## config.mk

```make
export PLATFORM = sky130hd
export DESIGN_NAME = rotary_dial_call_controller
export DESIGN_NICKNAME = d
export VERILOG_FILES = /design/src/sv/rdc_pkg.sv /design/src/sv/rdc_digit_mem.sv /design/src/sv/rdc_ctrl.sv /design/src/sv/rotary_dial_call_controller.sv
export SDC_FILE = /design/constraint.sdc
export NUM_CORES = 1
export LEC_CHECK = 0
export BUFFER_PORTS_ARGS = -buffer_cell sky130_fd_sc_hd__buf_4
export CAP_MARGIN = 10
export CORE_MARGIN = 1.5
export CORE_UTILIZATION = 40
export CTS_CLUSTER_DIAMETER = 50
export CTS_CLUSTER_SIZE = 10
export DETAILED_ROUTE_END_ITERATION = 7
export SYNTH_ARGS = -nofsm -noshare
export SYNTH_HDL_FRONTEND = slang
export SYNTH_SLANG_ARGS = --single-unit
```

## constraint.sdc

```tcl
create_clock -name clk -period 5.7 [get_ports clk]
set_input_delay 0 -clock clk [delete_from_list [all_inputs] [get_ports clk]]
set_output_delay 0 -clock clk [all_outputs]
set_load 0.02 [all_outputs]
```

## src/sv/rdc_pkg.sv

```systemverilog
// Shared types and constants for the rotary dial call controller.
// Used by every module of the block; depends on nothing.
`timescale 1ns / 1ps

package rdc_pkg;

  localparam int MAX_DIGITS_DEF = 32;
  localparam int TIME_W         = 32;
  localparam int GAP_W          = 10;
  localparam int DELAY_W        = 16;
  localparam int DIGIT_W        = 4;
  localparam int CFG_IDX_W      = 1;
  localparam int CFG_DATA_W     = 16;

  localparam logic [GAP_W-1:0]   PULSE_GAP_RST  = 10'd80;
  localparam logic [DELAY_W-1:0] DIAL_DELAY_RST = 16'd3000;
  localparam logic [DIGIT_W-1:0] PULSE_SAT      = 4'd15;
  localparam logic [DIGIT_W-1:0] PULSE_TEN      = 4'd10;

  localparam logic [CFG_IDX_W-1:0] REG_PULSE_GAP  = 1'b0;
  localparam logic [CFG_IDX_W-1:0] REG_DIAL_DELAY = 1'b1;

  typedef enum logic [1:0] {
    OP_TICK  = 2'd0,
    OP_DIAL  = 2'd1,
    OP_PULSE = 2'd2,
    OP_HOOK  = 2'd3
  } op_t;

  typedef enum logic [2:0] {
    ACT_NONE   = 3'd0,
    ACT_DIGIT  = 3'd1,
    ACT_CALL   = 3'd2,
    ACT_TONES  = 3'd3,
    ACT_TEST   = 3'd4,
    ACT_ANSWER = 3'd5,
    ACT_BYE    = 3'd6,
    ACT_LOCAL  = 3'd7
  } action_t;

  localparam logic [1:0] CALL_IDLE      = 2'd0;
  localparam logic [1:0] CALL_PREP      = 2'd1;
  localparam logic [1:0] CALL_CONNECTED = 2'd2;

  localparam logic [1:0] REMOTE_IDLE = 2'd0;
  localparam logic [1:0] REMOTE_RING = 2'd1;

  typedef enum logic [1:0] {
    ST_IDLE = 2'd0,
    ST_EXEC = 2'd1,
    ST_RD   = 2'd2,
    ST_LD   = 2'd3
  } fsm_t;

  typedef struct packed {
    logic [1:0] operation;
    logic       level;
    logic [1:0] remote_state;
  } in_req_t;

  typedef struct packed {
    logic [2:0]         action;
    logic [DIGIT_W-1:0] digit_value;
    logic [1:0]         local_state;
    logic               last_digit;
  } out_req_t;

endpackage

```

## src/sv/rdc_digit_mem.sv

```systemverilog
// Digit store: single write port, single registered read port.
// Depends on rdc_pkg for the digit width.
`timescale 1ns / 1ps

module rdc_digit_mem #(
  parameter int DEPTH  = rdc_pkg::MAX_DIGITS_DEF,
  parameter int ADDR_W = 5
) (
  input  logic                        clk,
  input  logic                        we,
  input  logic [ADDR_W-1:0]           waddr,
  input  logic [rdc_pkg::DIGIT_W-1:0] wdata,
  input  logic                        re,
  input  logic [ADDR_W-1:0]           raddr,
  output logic [rdc_pkg::DIGIT_W-1:0] rdata
);

  logic [rdc_pkg::DIGIT_W-1:0] mem [DEPTH];
  logic [rdc_pkg::DIGIT_W-1:0] rdata_r;

  always_ff @(posedge clk) begin
    if (we) begin
      mem[waddr] <= wdata;
    end
  end

  always_ff @(posedge clk) begin
    if (re) begin
      rdata_r <= mem[raddr];
    end
  end

  assign rdata = rdata_r;

endmodule

```

## src/sv/rdc_ctrl.sv

```systemverilog
// Sequencer, timers, call state and output register of the dial controller.
// Depends on rdc_pkg; drives the digit store in rdc_digit_mem.
`timescale 1ns / 1ps

module rdc_ctrl #(
  parameter int MAX_DIGITS = rdc_pkg::MAX_DIGITS_DEF,
  parameter int ADDR_W     = 5
) (
  input  logic                          clk,
  input  logic                          rst_n,
  input  logic                          in_valid,
  output logic                          in_stall,
  input  rdc_pkg::in_req_t              in_req,
  output logic                          out_valid,
  input  logic                          out_stall,
  output rdc_pkg::out_req_t             out_req,
  input  logic                          cfg_we,
  input  logic [rdc_pkg::CFG_IDX_W-1:0] cfg_index,
  input  logic [rdc_pkg::CFG_DATA_W-1:0] cfg_wdata,
  output logic                          mem_we,
  output logic [ADDR_W-1:0]             mem_waddr,
  output logic [rdc_pkg::DIGIT_W-1:0]   mem_wdata,
  output logic                          mem_re,
  output logic [ADDR_W-1:0]             mem_raddr,
  input  logic [rdc_pkg::DIGIT_W-1:0]   mem_rdata
);

  localparam int CNT_W = $clog2(MAX_DIGITS + 1);
  localparam logic [CNT_W-1:0] MAX_CNT = CNT_W'(MAX_DIGITS);
  localparam logic [CNT_W-1:0] CNT_ONE = CNT_W'(1);

  rdc_pkg::fsm_t                 state_r, state_nxt;
  rdc_pkg::in_req_t              cur_r, cur_nxt;
  logic [rdc_pkg::GAP_W-1:0]     pulse_gap_r, pulse_gap_nxt;
  logic [rdc_pkg::DELAY_W-1:0]   dial_delay_r, dial_delay_nxt;
  logic [rdc_pkg::TIME_W-1:0]    ms_clock_r, ms_clock_nxt;
  logic [rdc_pkg::TIME_W-1:0]    last_pulse_r, last_pulse_nxt;
  logic [rdc_pkg::TIME_W-1:0]    last_dial_r, last_dial_nxt;
  logic [rdc_pkg::DIGIT_W-1:0]   pulse_count_r, pulse_count_nxt;
  logic                          dialing_r, dialing_nxt;
  logic                          dial_pending_r, dial_pending_nxt;
  logic [CNT_W-1:0]              digit_count_r, digit_count_nxt;
  logic [1:0]                    call_state_r, call_state_nxt;
  logic [CNT_W-1:0]              run_len_r, run_len_nxt;
  logic [CNT_W-1:0]              run_idx_r, run_idx_nxt;
  rdc_pkg::action_t              run_act_r, run_act_nxt;
  logic                          out_valid_r, out_valid_nxt;
  rdc_pkg::out_req_t             out_req_r, out_req_nxt;

  logic                          out_free;
  logic [rdc_pkg::TIME_W-1:0]    dial_age;
  logic [rdc_pkg::TIME_W-1:0]    pulse_age;
  logic                          fire;
  logic                          gap_ok;
  logic                          d_valid;
  logic [rdc_pkg::DIGIT_W-1:0]   d_val;
  logic                          room;
  logic                          need_out;
  logic                          run_last;

  assign out_free  = !out_valid_r || !out_stall;
  assign dial_age  = ms_clock_r - last_dial_r;
  assign pulse_age = ms_clock_r - last_pulse_r;
  assign fire      = dial_pending_r && (digit_count_r != '0) &&
                     (dial_age > {{(rdc_pkg::TIME_W-rdc_pkg::DELAY_W){1'b0}}, dial_delay_r});
  assign gap_ok    = pulse_age > {{(rdc_pkg::TIME_W-rdc_pkg::GAP_W){1'b0}}, pulse_gap_r};
  assign d_valid   = (pulse_count_r >= 4'd1) && (pulse_count_r <= rdc_pkg::PULSE_TEN);
  assign d_val     = (pulse_count_r == rdc_pkg::PULSE_TEN) ? '0 : pulse_count_r;
  assign room      = digit_count_r < MAX_CNT;
  assign run_last  = (run_idx_r + CNT_ONE) == run_len_r;

  always_comb begin
    case (rdc_pkg::op_t'(cur_r.operation))
      rdc_pkg::OP_DIAL: need_out = !cur_r.level && room && d_valid;
      rdc_pkg::OP_HOOK: need_out = !cur_r.level ||
                                   (cur_r.remote_state == rdc_pkg::REMOTE_RING);
      default:          need_out = 1'b0;
    endcase
  end

  // next state
  always_comb begin
    state_nxt = state_r;
    case (state_r)
      rdc_pkg::ST_IDLE: begin
        if (in_valid) begin
          state_nxt = rdc_pkg::ST_EXEC;
        end
      end
      rdc_pkg::ST_EXEC: begin
        if (rdc_pkg::op_t'(cur_r.operation) == rdc_pkg::OP_TICK) begin
          state_nxt = fire ? rdc_pkg::ST_RD : rdc_pkg::ST_IDLE;
        end else if (!need_out || out_free) begin
          state_nxt = rdc_pkg::ST_IDLE;
        end
      end
      rdc_pkg::ST_RD: state_nxt = rdc_pkg::ST_LD;
      rdc_pkg::ST_LD: begin
        if (out_free) begin
          state_nxt = run_last ? rdc_pkg::ST_IDLE : rdc_pkg::ST_RD;
        end
      end
      default: state_nxt = rdc_pkg::ST_IDLE;
    endcase
  end

  // datapath and outputs
  always_comb begin
    cur_nxt          = cur_r;
    pulse_gap_nxt    = pulse_gap_r;
    dial_delay_nxt   = dial_delay_r;
    ms_clock_nxt     = ms_clock_r;
    last_pulse_nxt   = last_pulse_r;
    last_dial_nxt    = last_dial_r;
    pulse_count_nxt  = pulse_count_r;
    dialing_nxt      = dialing_r;
    dial_pending_nxt = dial_pending_r;
    digit_count_nxt  = digit_count_r;
    call_state_nxt   = call_state_r;
    run_len_nxt      = run_len_r;
    run_idx_nxt      = run_idx_r;
    run_act_nxt      = run_act_r;
    out_valid_nxt    = out_valid_r && out_stall;
    out_req_nxt      = out_req_r;
    in_stall         = state_r != rdc_pkg::ST_IDLE;
    mem_we           = 1'b0;
    mem_waddr        = digit_count_r[ADDR_W-1:0];
    mem_wdata        = d_val;
    mem_re           = 1'b0;
    mem_raddr        = run_idx_r[ADDR_W-1:0];

    if (cfg_we) begin
      if (cfg_index == rdc_pkg::REG_PULSE_GAP) begin
        pulse_gap_nxt = cfg_wdata[rdc_pkg::GAP_W-1:0];
      end else begin
        dial_delay_nxt = cfg_wdata[rdc_pkg::DELAY_W-1:0];
      end
    end

    case (state_r)
      rdc_pkg::ST_IDLE: begin
        if (in_valid) begin
          cur_nxt = in_req;
          if (rdc_pkg::op_t'(in_req.operation) == rdc_pkg::OP_TICK) begin
            ms_clock_nxt = ms_clock_r + 32'd1;
          end
        end
      end
      rdc_pkg::ST_EXEC: begin
        if (!need_out || out_free) begin
          case (rdc_pkg::op_t'(cur_r.operation))
            rdc_pkg::OP_TICK: begin
              if (fire) begin
                run_len_nxt      = digit_count_r;
                run_idx_nxt      = '0;
                digit_count_nxt  = '0;
                dial_pending_nxt = 1'b0;
                if (call_state_r == rdc_pkg::CALL_PREP) begin
                  call_state_nxt = rdc_pkg::CALL_CONNECTED;
                  run_act_nxt    = rdc_pkg::ACT_CALL;
                end else if (call_state_r == rdc_pkg::CALL_CONNECTED) begin
                  run_act_nxt = rdc_pkg::ACT_TONES;
                end else begin
                  run_act_nxt = rdc_pkg::ACT_TEST;
                end
              end
            end
            rdc_pkg::OP_DIAL: begin
              dialing_nxt = cur_r.level;
              if (cur_r.level) begin
                pulse_count_nxt = '0;
              end else if (room) begin
                if (d_valid) begin
                  mem_we          = 1'b1;
                  digit_count_nxt = digit_count_r + CNT_ONE;
                  out_valid_nxt   = 1'b1;
                  out_req_nxt     = '{action: rdc_pkg::ACT_DIGIT, digit_value: d_val,
                                      local_state: call_state_r, last_digit: 1'b1};
                end
                last_dial_nxt    = ms_clock_r;
                dial_pending_nxt = 1'b1;
                pulse_count_nxt  = '0;
              end
            end
            rdc_pkg::OP_PULSE: begin
              if (dialing_r && gap_ok) begin
                last_pulse_nxt = ms_clock_r;
                if (pulse_count_r < rdc_pkg::PULSE_SAT) begin
                  pulse_count_nxt = pulse_count_r + 4'd1;
                end
              end
            end
            rdc_pkg::OP_HOOK: begin
              if (cur_r.level) begin
                digit_count_nxt = '0;
                if (cur_r.remote_state == rdc_pkg::REMOTE_RING) begin
                  call_state_nxt = rdc_pkg::CALL_CONNECTED;
                  out_valid_nxt  = 1'b1;
                  out_req_nxt    = '{action: rdc_pkg::ACT_ANSWER, digit_value: '0,
                                     local_state: rdc_pkg::CALL_CONNECTED,
                                     last_digit: 1'b1};
                end else begin
                  call_state_nxt = rdc_pkg::CALL_PREP;
                end
              end else begin
                call_state_nxt = rdc_pkg::CALL_IDLE;
                out_valid_nxt  = 1'b1;
                out_req_nxt    = '{action: ((cur_r.remote_state != rdc_pkg::REMOTE_IDLE) ||
                                            (call_state_r != rdc_pkg::CALL_IDLE)) ?
                                           rdc_pkg::ACT_BYE : rdc_pkg::ACT_LOCAL,
                                   digit_value: '0, local_state: rdc_pkg::CALL_IDLE,
                                   last_digit: 1'b1};
              end
            end
            default: ;
          endcase
        end
      end
      rdc_pkg::ST_RD: begin
        mem_re = 1'b1;
      end
      rdc_pkg::ST_LD: begin
        if (out_free) begin
          out_valid_nxt = 1'b1;
          out_req_nxt   = '{action: run_act_r, digit_value: mem_rdata,
                            local_state: call_state_r, last_digit: run_last};
          run_idx_nxt   = run_idx_r + CNT_ONE;
        end
      end
      default: ;
    endcase
  end

  always_ff @(posedge clk) begin
    if (!rst_n) begin
      state_r        <= rdc_pkg::ST_IDLE;
      pulse_gap_r    <= rdc_pkg::PULSE_GAP_RST;
      dial_delay_r   <= rdc_pkg::DIAL_DELAY_RST;
      ms_clock_r     <= '0;
      last_pulse_r   <= '0;
      last_dial_r    <= '0;
      pulse_count_r  <= '0;
      dialing_r      <= 1'b0;
      dial_pending_r <= 1'b0;
      digit_count_r  <= '0;
      call_state_r   <= rdc_pkg::CALL_IDLE;
      run_len_r      <= '0;
      run_idx_r      <= '0;
      run_act_r      <= rdc_pkg::ACT_NONE;
      out_valid_r    <= 1'b0;
    end else begin
      state_r        <= state_nxt;
      pulse_gap_r    <= pulse_gap_nxt;
      dial_delay_r   <= dial_delay_nxt;
      ms_clock_r     <= ms_clock_nxt;
      last_pulse_r   <= last_pulse_nxt;
      last_dial_r    <= last_dial_nxt;
      pulse_count_r  <= pulse_count_nxt;
      dialing_r      <= dialing_nxt;
      dial_pending_r <= dial_pending_nxt;
      digit_count_r  <= digit_count_nxt;
      call_state_r   <= call_state_nxt;
      run_len_r      <= run_len_nxt;
      run_idx_r      <= run_idx_nxt;
      run_act_r      <= run_act_nxt;
      out_valid_r    <= out_valid_nxt;
    end
  end

  always_ff @(posedge clk) begin
    cur_r     <= cur_nxt;
    out_req_r <= out_req_nxt;
  end

  assign out_valid = out_valid_r;
  assign out_req   = out_req_r;

endmodule

```

## src/sv/rotary_dial_call_controller.sv

```systemverilog
// Rotary dial pulse decoder with call control: top level.
// Depends on rdc_pkg, rdc_ctrl and rdc_digit_mem.
//
// Input channel in_valid/in_stall/in_req carries one event per request: a
// millisecond tick, a dial contact change, a dial pulse edge or a hook change.
// Output channel out_valid/out_stall/out_req carries the resulting actions.
// cfg_we/cfg_index/cfg_wdata write the pulse gap (index 0) and the dial delay
// (index 1); write them only while the block is idle.
// One event is processed at a time: accept, then execute, where an event with
// a result waits while the output register is held; in_stall is high in the
// cycle after acceptance. A digit-stored, answer or hangup result is set in
// the output register from the execute state. A tick that dials the number
// starts a run read from the digit store, one read plus one load per digit,
// bound by the store's read port; each load waits while the output is held.
// The output register holds a request while out_stall is high; the next event
// is still taken and waits in its execute cycle only if it has a result.
// Synchronous reset clears timers, counters and call state and restores the
// configuration defaults; the digit store is not cleared.
`timescale 1ns / 1ps

module rotary_dial_call_controller #(
  parameter int MAX_DIGITS = rdc_pkg::MAX_DIGITS_DEF
) (
  input  logic                           clk,
  input  logic                           rst_n,
  input  logic                           in_valid,
  output logic                           in_stall,
  input  rdc_pkg::in_req_t               in_req,
  output logic                           out_valid,
  input  logic                           out_stall,
  output rdc_pkg::out_req_t              out_req,
  input  logic                           cfg_we,
  input  logic [rdc_pkg::CFG_IDX_W-1:0]  cfg_index,
  input  logic [rdc_pkg::CFG_DATA_W-1:0] cfg_wdata
);

  localparam int ADDR_W = (MAX_DIGITS > 1) ? $clog2(MAX_DIGITS) : 1;

  logic                        mem_we;
  logic [ADDR_W-1:0]           mem_waddr;
  logic [rdc_pkg::DIGIT_W-1:0] mem_wdata;
  logic                        mem_re;
  logic [ADDR_W-1:0]           mem_raddr;
  logic [rdc_pkg::DIGIT_W-1:0] mem_rdata;

  rdc_ctrl #(
    .MAX_DIGITS(MAX_DIGITS),
    .ADDR_W    (ADDR_W)
  ) u_ctrl (
    .clk      (clk),
    .rst_n    (rst_n),
    .in_valid (in_valid),
    .in_stall (in_stall),
    .in_req   (in_req),
    .out_valid(out_valid),
    .out_stall(out_stall),
    .out_req  (out_req),
    .cfg_we   (cfg_we),
    .cfg_index(cfg_index),
    .cfg_wdata(cfg_wdata),
    .mem_we   (mem_we),
    .mem_waddr(mem_waddr),
    .mem_wdata(mem_wdata),
    .mem_re   (mem_re),
    .mem_raddr(mem_raddr),
    .mem_rdata(mem_rdata)
  );

  rdc_digit_mem #(
    .DEPTH (MAX_DIGITS),
    .ADDR_W(ADDR_W)
  ) u_mem (
    .clk  (clk),
    .we   (mem_we),
    .waddr(mem_waddr),
    .wdata(mem_wdata),
    .re   (mem_re),
    .raddr(mem_raddr),
    .rdata(mem_rdata)
  );

endmodule

```

Yosys cells after proc, flatten, opt, wreduce, memory -nomap -nowiden --
Memory sizes are Yosys's and may differ from the RTL's. A register that Yosys moved wholly into a read port is not among the register bits. Cells that the tools add are included.
Word-level totals: flip-flop bits (word level) 169, RAM bits 128, input bits 27, output and inout bits 12, word-level logic and storage cells 173, memories kept 1
Operators by class: add/sub/neg operators 6, $lt $le $gt $ge 6, eq/ne operators 31, multiplexer cells 63, bitwise logic cells 2, reductions and logical operators 42
Memories:
- u_mem.mem | depth 32, width 4, rd ports 1, clocked after Yosys merged registers in 1, wr ports 1, RTL line rdc_digit_mem.sv:18 | logic [rdc_pkg::DIGIT_W-1:0] mem [DEPTH];
Operators with widths (number):
- 2-to-1 mux 10 bit | 7
- subtractor 32 bit | 2
- 2-to-1 mux 6 bit | 8
- case mux 10 bit (2 select lines) | 2
- adder 32 x 1 -> 32 bit (second input constant) | 1
- greater-than comparator 32 x 10 -> 1 bit | 1
- greater-than comparator 32 x 16 -> 1 bit | 1
- 2-to-1 mux 1 bit | 20
- 2-to-1 mux 2 bit | 10
- 2-to-1 mux 4 bit | 5
- != test 2 x 1 -> 1 bit (second input constant) | 10
- case mux 6 bit (3 select lines) | 1
- AND reduction 8 bit | 2
- AND reduction 5 bit | 3
- nonzero test 2 bit | 7
- adder 6 x 1 -> 6 bit (second input constant) | 2
- case mux 6 bit (2 select lines) | 1
- AND reduction 6 bit | 2
- equality test 2 bit (second input constant) | 5
- != test 3 x 2 -> 1 bit (second input constant) | 3
- AND reduction 3 bit | 3
- equality test 2 x 1 -> 1 bit (second input constant) | 4
- case mux 1 bit (2 select lines) | 4
- case mux 2 bit (4 select lines) | 1
- 23 further kinds | 45

Logic depth before layout (Yosys ltp) --
word-level depth 10, depth in mapped cells 25, mapped depth without buffers 23

Hierarchy --
A second synthesis with hierarchy kept.
Second synthesis, totals: cell total of the unflattened synthesis 1834, area, all modules 17461.7 um^2
Modules (own cells, without submodules):
- rdc_ctrl | times used 1, cells an instance 1603, area each 12283.0 um^2, seq. area each 3533.4 um^2
- rdc_digit_mem | times used 1, cells an instance 231, area each 5178.7 um^2, seq. area each 3963.8 um^2

Worst setup path before layout --
No wires, ideal clock.
path type register -> register, start point register u_ctrl.ms_clock_r[1] (netlist bit), end point register u_ctrl.run_act_r[0], setup time 0.128 ns, arrival 3.996 ns, required time 5.572 ns, setup slack 1.576 ns, cell stages (with the launch flop) 25, path buffers 2, clock period less this slack 4.124 ns, path through dfxtp_1 ha_1 nor2b_1 o2111a_1 o21ai_0 inv_1 o21ai_0 nand2b_1 a21oi_1 o21bai_1 xor2_1 ha_1 a21oi_1 o21ai_0 a221oi_1 a21oi_1 a311oi_1 nand4_1 nor4_1 and4_1 buf_4 or3_1 buf_6 mux2i_1 nor2_1
Between the ends: word-level cells in the longest chain between the ends 4
Ends and longest elaborated chain:
- start: declaration | RTL line rdc_ctrl.sv:36 | logic [rdc_pkg::TIME_W-1:0] ms_clock_r, ms_clock_nxt;
- start signal: assignment | RTL line rdc_ctrl.sv:255 | ms_clock_r <= ms_clock_nxt;
- subtractor 32 bit | RTL line rdc_ctrl.sv:62 | assign dial_age = ms_clock_r - last_dial_r;
- greater-than comparator 32 x 16 -> 1 bit | RTL line rdc_ctrl.sv:65 | (dial_age > {{(rdc_pkg::TIME_W-rdc_pkg::DELAY_W){1'b0}}, dial_delay_r});
- logical AND 1 bit | RTL line rdc_ctrl.sv:64 | assign fire = dial_pending_r && (digit_count_r != '0) &&
- AND reduction 4 bit (no source line)
- end signal: assignment | RTL line rdc_ctrl.sv:249 | run_act_r <= rdc_pkg::ACT_NONE;
- end signal: assignment | RTL line rdc_ctrl.sv:265 | run_act_r <= run_act_nxt;
- end: declaration | RTL line rdc_ctrl.sv:46 | rdc_pkg::action_t run_act_r, run_act_nxt;
Every way passes these cells. A chain may end at the register's enable or synchronous reset.

Worst setup path after layout --
start point register u_ctrl.ms_clock_r[1] (netlist bit), end point register u_ctrl.run_len_r[0]
Between the ends: word-level cells in the longest chain between the ends 4
Ends and longest elaborated chain:
- subtractor 32 bit | RTL line rdc_ctrl.sv:62
- greater-than comparator 32 x 16 -> 1 bit | RTL line rdc_ctrl.sv:65
- logical AND 1 bit | RTL line rdc_ctrl.sv:64
- AND reduction 4 bit (no source line)
- end signal: assignment | RTL line rdc_ctrl.sv:263 | run_len_r <= run_len_nxt;
- end: declaration | RTL line rdc_ctrl.sv:44 | logic [CNT_W-1:0] run_len_r, run_len_nxt;
Every way passes these cells.

==> impl_metrics.env <==
export IMPL_dr_pass1_iters=6
export IMPL_layout_cell_area_non_filler_sq_um=19300
export IMPL_route_antenna_remaining_nets=0
export IMPL_maximum_net_fanout_on_the_critical_path=11
export IMPL_die_w_um=208
export IMPL_timing_critical_path_from_type="flop"
export IMPL_mappedNetlistArea_sq_um=16900
export IMPL_core_region_area_sq_um=41800
export IMPL_tritoncts_clock_tree="done"
export IMPL_synth_seq_area_share_pct=44.4
export IMPL_final_min_period_over_clock_period_pct=88.4
export IMPL_cts_resized=0
export IMPL_antenna_diode_count=0
export IMPL_globalRoute_totalOverflow=0
export IMPL_placement_rows=75
export IMPL_critical_path_max_stage_delay_ns=0.53
export IMPL_layout_filler_cells=3859
export IMPL_final_net_count=1946
export IMPL_clock_tree_buffer_depth=3
export IMPL_worstPathBufferInverterCount=1
export IMPL_synthesis_area_per_instance_sq_um=9.59
export IMPL_tritoncts_num_sinks=301
export IMPL_reg2reg_start="u_ctrl.ms_clock_r[1]"
export IMPL_finalHoldViolCount=0
export IMPL_timing_max_cap_violations=0
export IMPL_clk_latency_ns=0.54
export IMPL_number_of_register_bits_inferred_by_synthesis=301
export IMPL_start_util_pct=40.4
export IMPL_synth_distinct_cells=81
export IMPL_timing_max_transition_violations_final=0
export IMPL_hold_path_class="in -> reg"
export IMPL_grt_antenna_before_repair=0
export IMPL_vias_per_cell=5.38
export IMPL_power_ir_vdd_worst_mv=0.276
export IMPL_die_h_um=208
export IMPL_setup_viol=0
export IMPL_synth_top_cells_by_area="sky130_fd_sc_hd__edfxtp_1 (26%), sky130_fd_sc_hd__dfxtp_1 (18%), sky130_fd_sc_hd__ha_1 (7.8%), sky130_fd_sc_hd__nand2_1 (6.3%), sky130_fd_sc_hd__mux4_2 (5.3%)"
export IMPL_post_synth_top_area_fraction_pct=26.1
export IMPL_global_route_usage_total_pct=18.2
export IMPL_met2_global_route_usage_pct=31.5
export IMPL_critPathSlowestCell="sky130_fd_sc_hd__or3_1"
export IMPL_period_needed_ns=5.04
export IMPL_number_of_synthesized_flops_with_an_enable_pin=147
export IMPL_post_synth_top_area_cell="sky130_fd_sc_hd__edfxtp_1"
export IMPL_cp_endpoint="u_ctrl.run_len_r[0]"
export IMPL_postPlaceCellArea_sq_um=17700
export IMPL_totalNegativeSetupSlack_ns=0
export IMPL_port_buffers=38
export IMPL_run_status="complete, no violations"
export IMPL_place_congestion=0.932
export IMPL_max_slew_margin_pct=42.2
export IMPL_dp_hpwl_mm=27.8
export IMPL_cts_reportedPaths_clkPinSlew_ns=0.06
export IMPL_cts_root_buffer="sky130_fd_sc_hd__clkbuf_16"
export IMPL_number_of_nets_in_the_synthesized_netlist=1895
export IMPL_power_leakage_nw=7.29
export IMPL_cp_cell_sequence="ha_1 > nor2b_1 > o2111a_1 > o21ai_0 > inv_1 > o21ai_0 > nand2b_1 > a21oi_1 > o21bai_1 > xor2_1 > ha_1 > a21oi_1 > o21ai_0 > a221oi_1 > a21oi_1 > a311oi_1 > nand4_1 > nor4_1 > and4_1 > or3_1 > mux2i_1 > nor2_1"
export IMPL_num_cts_buffers=40
export IMPL_grt_start_max_net_pins=82
export IMPL_number_of_global_route_vias_before_repair=12500
export IMPL_drcViolationCount=0
export IMPL_worstSetupPathType="reg -> reg"
export IMPL_grt_setup_unrepaired="false"
export IMPL_drive_gt1_share_pct=10.1
export IMPL_htree_num_levels=2
export IMPL_r2r_slack_ns=0.66
export IMPL_dr_total_vias=12800
export IMPL_rr_endpoint="u_ctrl.run_len_r[0]"
export IMPL_die_area_sq_um=43400
export IMPL_worst_margin_slew_ns=0.867
export IMPL_crit_family="compound AO/OA/AOI/OAI gates"
export IMPL_pwr_density_cell_nw_per_um2=249
export IMPL_num_io_pins=39
export IMPL_fmaxAchievable_ghz=0.198
export IMPL_regArea_sq_um=7500
export IMPL_multi_input_area_sq_um=8570
export IMPL_syn_inst=1761
export IMPL_timing_reg2reg_worst_path_depth=22
export IMPL_grt_most_used_layer="met2"
export IMPL_grt_util_met3_pct=2.49
export IMPL_grt_pass1_wl_mm=64.4
export IMPL_ys_dominant_reg_cell="sky130_fd_sc_hd__dfxtp_1"
export IMPL_critical_path_arrival_ns=5.45
export IMPL_finClkSkew_ns=0.0215
export IMPL_route_final_wire_length_mm=39.4
export IMPL_endpoint_kind="flop"
export IMPL_worst_ep_required_time_ns=6.12
export IMPL_drt_iter0_markers=853
export IMPL_synth_yosys_warnings=0
export IMPL_crit_cells=22
export IMPL_worst_setup_path_startpoint="u_ctrl.ms_clock_r[1]"
export IMPL_area_delta_synth_final_pct=14.1
export IMPL_gr_usage_met1_pct=23.5
export IMPL_wire_per_inst_um=16.6
export IMPL_ys_async_sr_fraction_pct=0
## cells in the final DEF, fill, tap and decap left out, types with 7 or more instances in the layout
cell / n
sky130_fd_sc_hd__nand2_1: 285
sky130_fd_sc_hd__dfxtp_1: 153
sky130_fd_sc_hd__edfxtp_1: 147
sky130_fd_sc_hd__a21oi_1: 143
sky130_fd_sc_hd__nor2_1: 142
sky130_fd_sc_hd__inv_1: 125
sky130_fd_sc_hd__ha_1: 105
sky130_fd_sc_hd__buf_4: 58
sky130_fd_sc_hd__o21ai_0: 52
sky130_fd_sc_hd__mux2i_1: 49
sky130_fd_sc_hd__clkbuf_16: 43
sky130_fd_sc_hd__xor2_1: 42
sky130_fd_sc_hd__mux4_2: 40
sky130_fd_sc_hd__nand3_1: 39
sky130_fd_sc_hd__nand4_1: 38
sky130_fd_sc_hd__xnor2_1: 37
sky130_fd_sc_hd__dlygate4sd3_1: 33
sky130_fd_sc_hd__o211ai_1: 20
sky130_fd_sc_hd__nor3_1: 18
sky130_fd_sc_hd__a21o_1: 17
sky130_fd_sc_hd__o21a_1: 15
sky130_fd_sc_hd__clkbuf_1: 15
sky130_fd_sc_hd__nand2b_1: 13
sky130_fd_sc_hd__nor2b_1: 12
sky130_fd_sc_hd__o31ai_1: 12
sky130_fd_sc_hd__a31oi_1: 11
sky130_fd_sc_hd__and2_1: 9
sky130_fd_sc_hd__or3_1: 9
sky130_fd_sc_hd__a211oi_1: 9
sky130_fd_sc_hd__o21bai_1: 8
sky130_fd_sc_hd__o21ai_1: 7
sky130_fd_sc_hd__nand3b_1: 7
sky130_fd_sc_hd__a2111oi_0: 7
sky130_fd_sc_hd__and4_1: 7
sky130_fd_sc_hd__and3_1: 7
## synthesized netlist by cell type (13+ instances only)
cell type / instances
sky130_fd_sc_hd__a21o_1: 17
sky130_fd_sc_hd__a21oi_1: 144
sky130_fd_sc_hd__a31oi_1: 13
sky130_fd_sc_hd__clkbuf_1: 72
sky130_fd_sc_hd__dfxtp_1: 154
sky130_fd_sc_hd__edfxtp_1: 147
sky130_fd_sc_hd__ha_1: 105
sky130_fd_sc_hd__inv_1: 126
sky130_fd_sc_hd__mux2i_1: 49
sky130_fd_sc_hd__mux4_2: 40
sky130_fd_sc_hd__nand2_1: 285
sky130_fd_sc_hd__nand2b_1: 13
sky130_fd_sc_hd__nand3_1: 39
sky130_fd_sc_hd__nand4_1: 38
sky130_fd_sc_hd__nor2_1: 142
sky130_fd_sc_hd__nor3_1: 18
sky130_fd_sc_hd__o211ai_1: 20
sky130_fd_sc_hd__o21a_1: 15
sky130_fd_sc_hd__o21ai_0: 52
sky130_fd_sc_hd__xnor2_1: 37
sky130_fd_sc_hd__xor2_1: 42
## worst min path at each step
stage	from	to	slack (ns)	cells after the start
2_1_floorplan	in_req[0]	u_ctrl.cur_r[0]	0.1	0
3_3_place_gp	in_req[0]	u_ctrl.cur_r[0]	0.18	1
3_5_place_dp	in_req[0]	u_ctrl.cur_r[0]	0.18	1
4_1_cts	in_req[1]	u_ctrl.cur_r[1]	0.16	2
5_1_grt	in_req[1]	u_ctrl.cur_r[1]	0.17	2
6_report	in_req[1]	u_ctrl.cur_r[1]	0.19	2
## state kept, by name, indices dropped and copies added (netlist names), 3 cells and up
| signal | count |
|---|---|
| u_ctrl.cur_r | 5 |
| u_ctrl.last_pulse_r | 32 |
| u_ctrl.digit_count_r | 6 |
| u_ctrl.pulse_gap_r | 10 |
| u_ctrl.run_idx_r | 6 |
| u_ctrl.pulse_count_r | 4 |
| u_ctrl.out_req | 10 |
| u_ctrl.ms_clock_r | 32 |
| u_ctrl.dial_delay_r | 16 |
| u_ctrl.run_len_r | 6 |
| u_ctrl.last_dial_r | 32 |
| u_mem.mem | 128 |
| u_mem.rdata | 4 |
| u_ctrl.run_act_r | 3 |
## cells by family after synthesis
| family | Yosys count | share of synthesized area, % |
|---|---|---|
| xor+xnor | 79 | 4.10 |
| compound gates | 355 | 13.3 |
| mux | 96 | 8.71 |
| fa+ha+maj | 107 | 8.02 |
| flops | 301 | 44.4 |
| simple gates | 614 | 16.5 |
| buf+inv | 209 | 4.91 |
## power by group
| group | switching [mW] | internal [mW] |
|---|---|---|
| Combinational | 0.0996 | 0.0685 |
| Sequential | 0.0108 | 2.27 |
| Clock | 0.939 | 1.42 |
| Total | 1.05 | 3.75 |
## worst reg2reg max path, delay by kind of cell, from the launching register on
family / cells / cell delay, ns
xor+xnor: 1 / 0.15
simple gates: 7 / 1.62
buf+inv: 1 / 0.09
fa+ha+maj: 2 / 0.58
mux: 1 / 0.25
compound gates: 10 / 1.76
flops: 1 / 0.49
## final cells by class
class	instances	area share [%]
sequential	301	38.9
clock buffer	60	6.02
tap	539	3.50
clock inverter	9	0.468
multi-input combinational	1251	44.5
inverter	126	2.46
timing repair buffer	92	4.12
## metrics by stage
step | cells | util, % | total power [mW] | worst slack (ns) | hold slack (ns)
2_1_floorplan | 1761 | - | 2.42 | 1.58 | 0.0989
3_3_place_gp | 2275 | 42.3 | 2.47 | 0.724 | 0.180
3_5_place_dp | 2275 | 42.3 | 2.47 | 0.634 | 0.180
4_1_cts | 2377 | 46.1 | 4.87 | 0.640 | 0.159
5_1_grt | 2378 | 46.1 | 4.97 | 0.188 | 0.174
6_report | 2378 | 46.1 | 4.80 | 0.661 | 0.194
## metal layers
metal / share of wire (%) / up-vias
met3: 3.8 / 61
met4: 2.2 / 0
met5: 0 / -
met2: 49 / 254
met1: 45 / 6084
li1: - / 6394
## what timing repair did
action                                  CTS  global route
endpoints found under the hold margin    70             0
hold buffers                             33             0
endpoints found under the setup margin    0             0
buffers inserted                          0             0
Note: power is estimated with default switching activity, not from simulation.
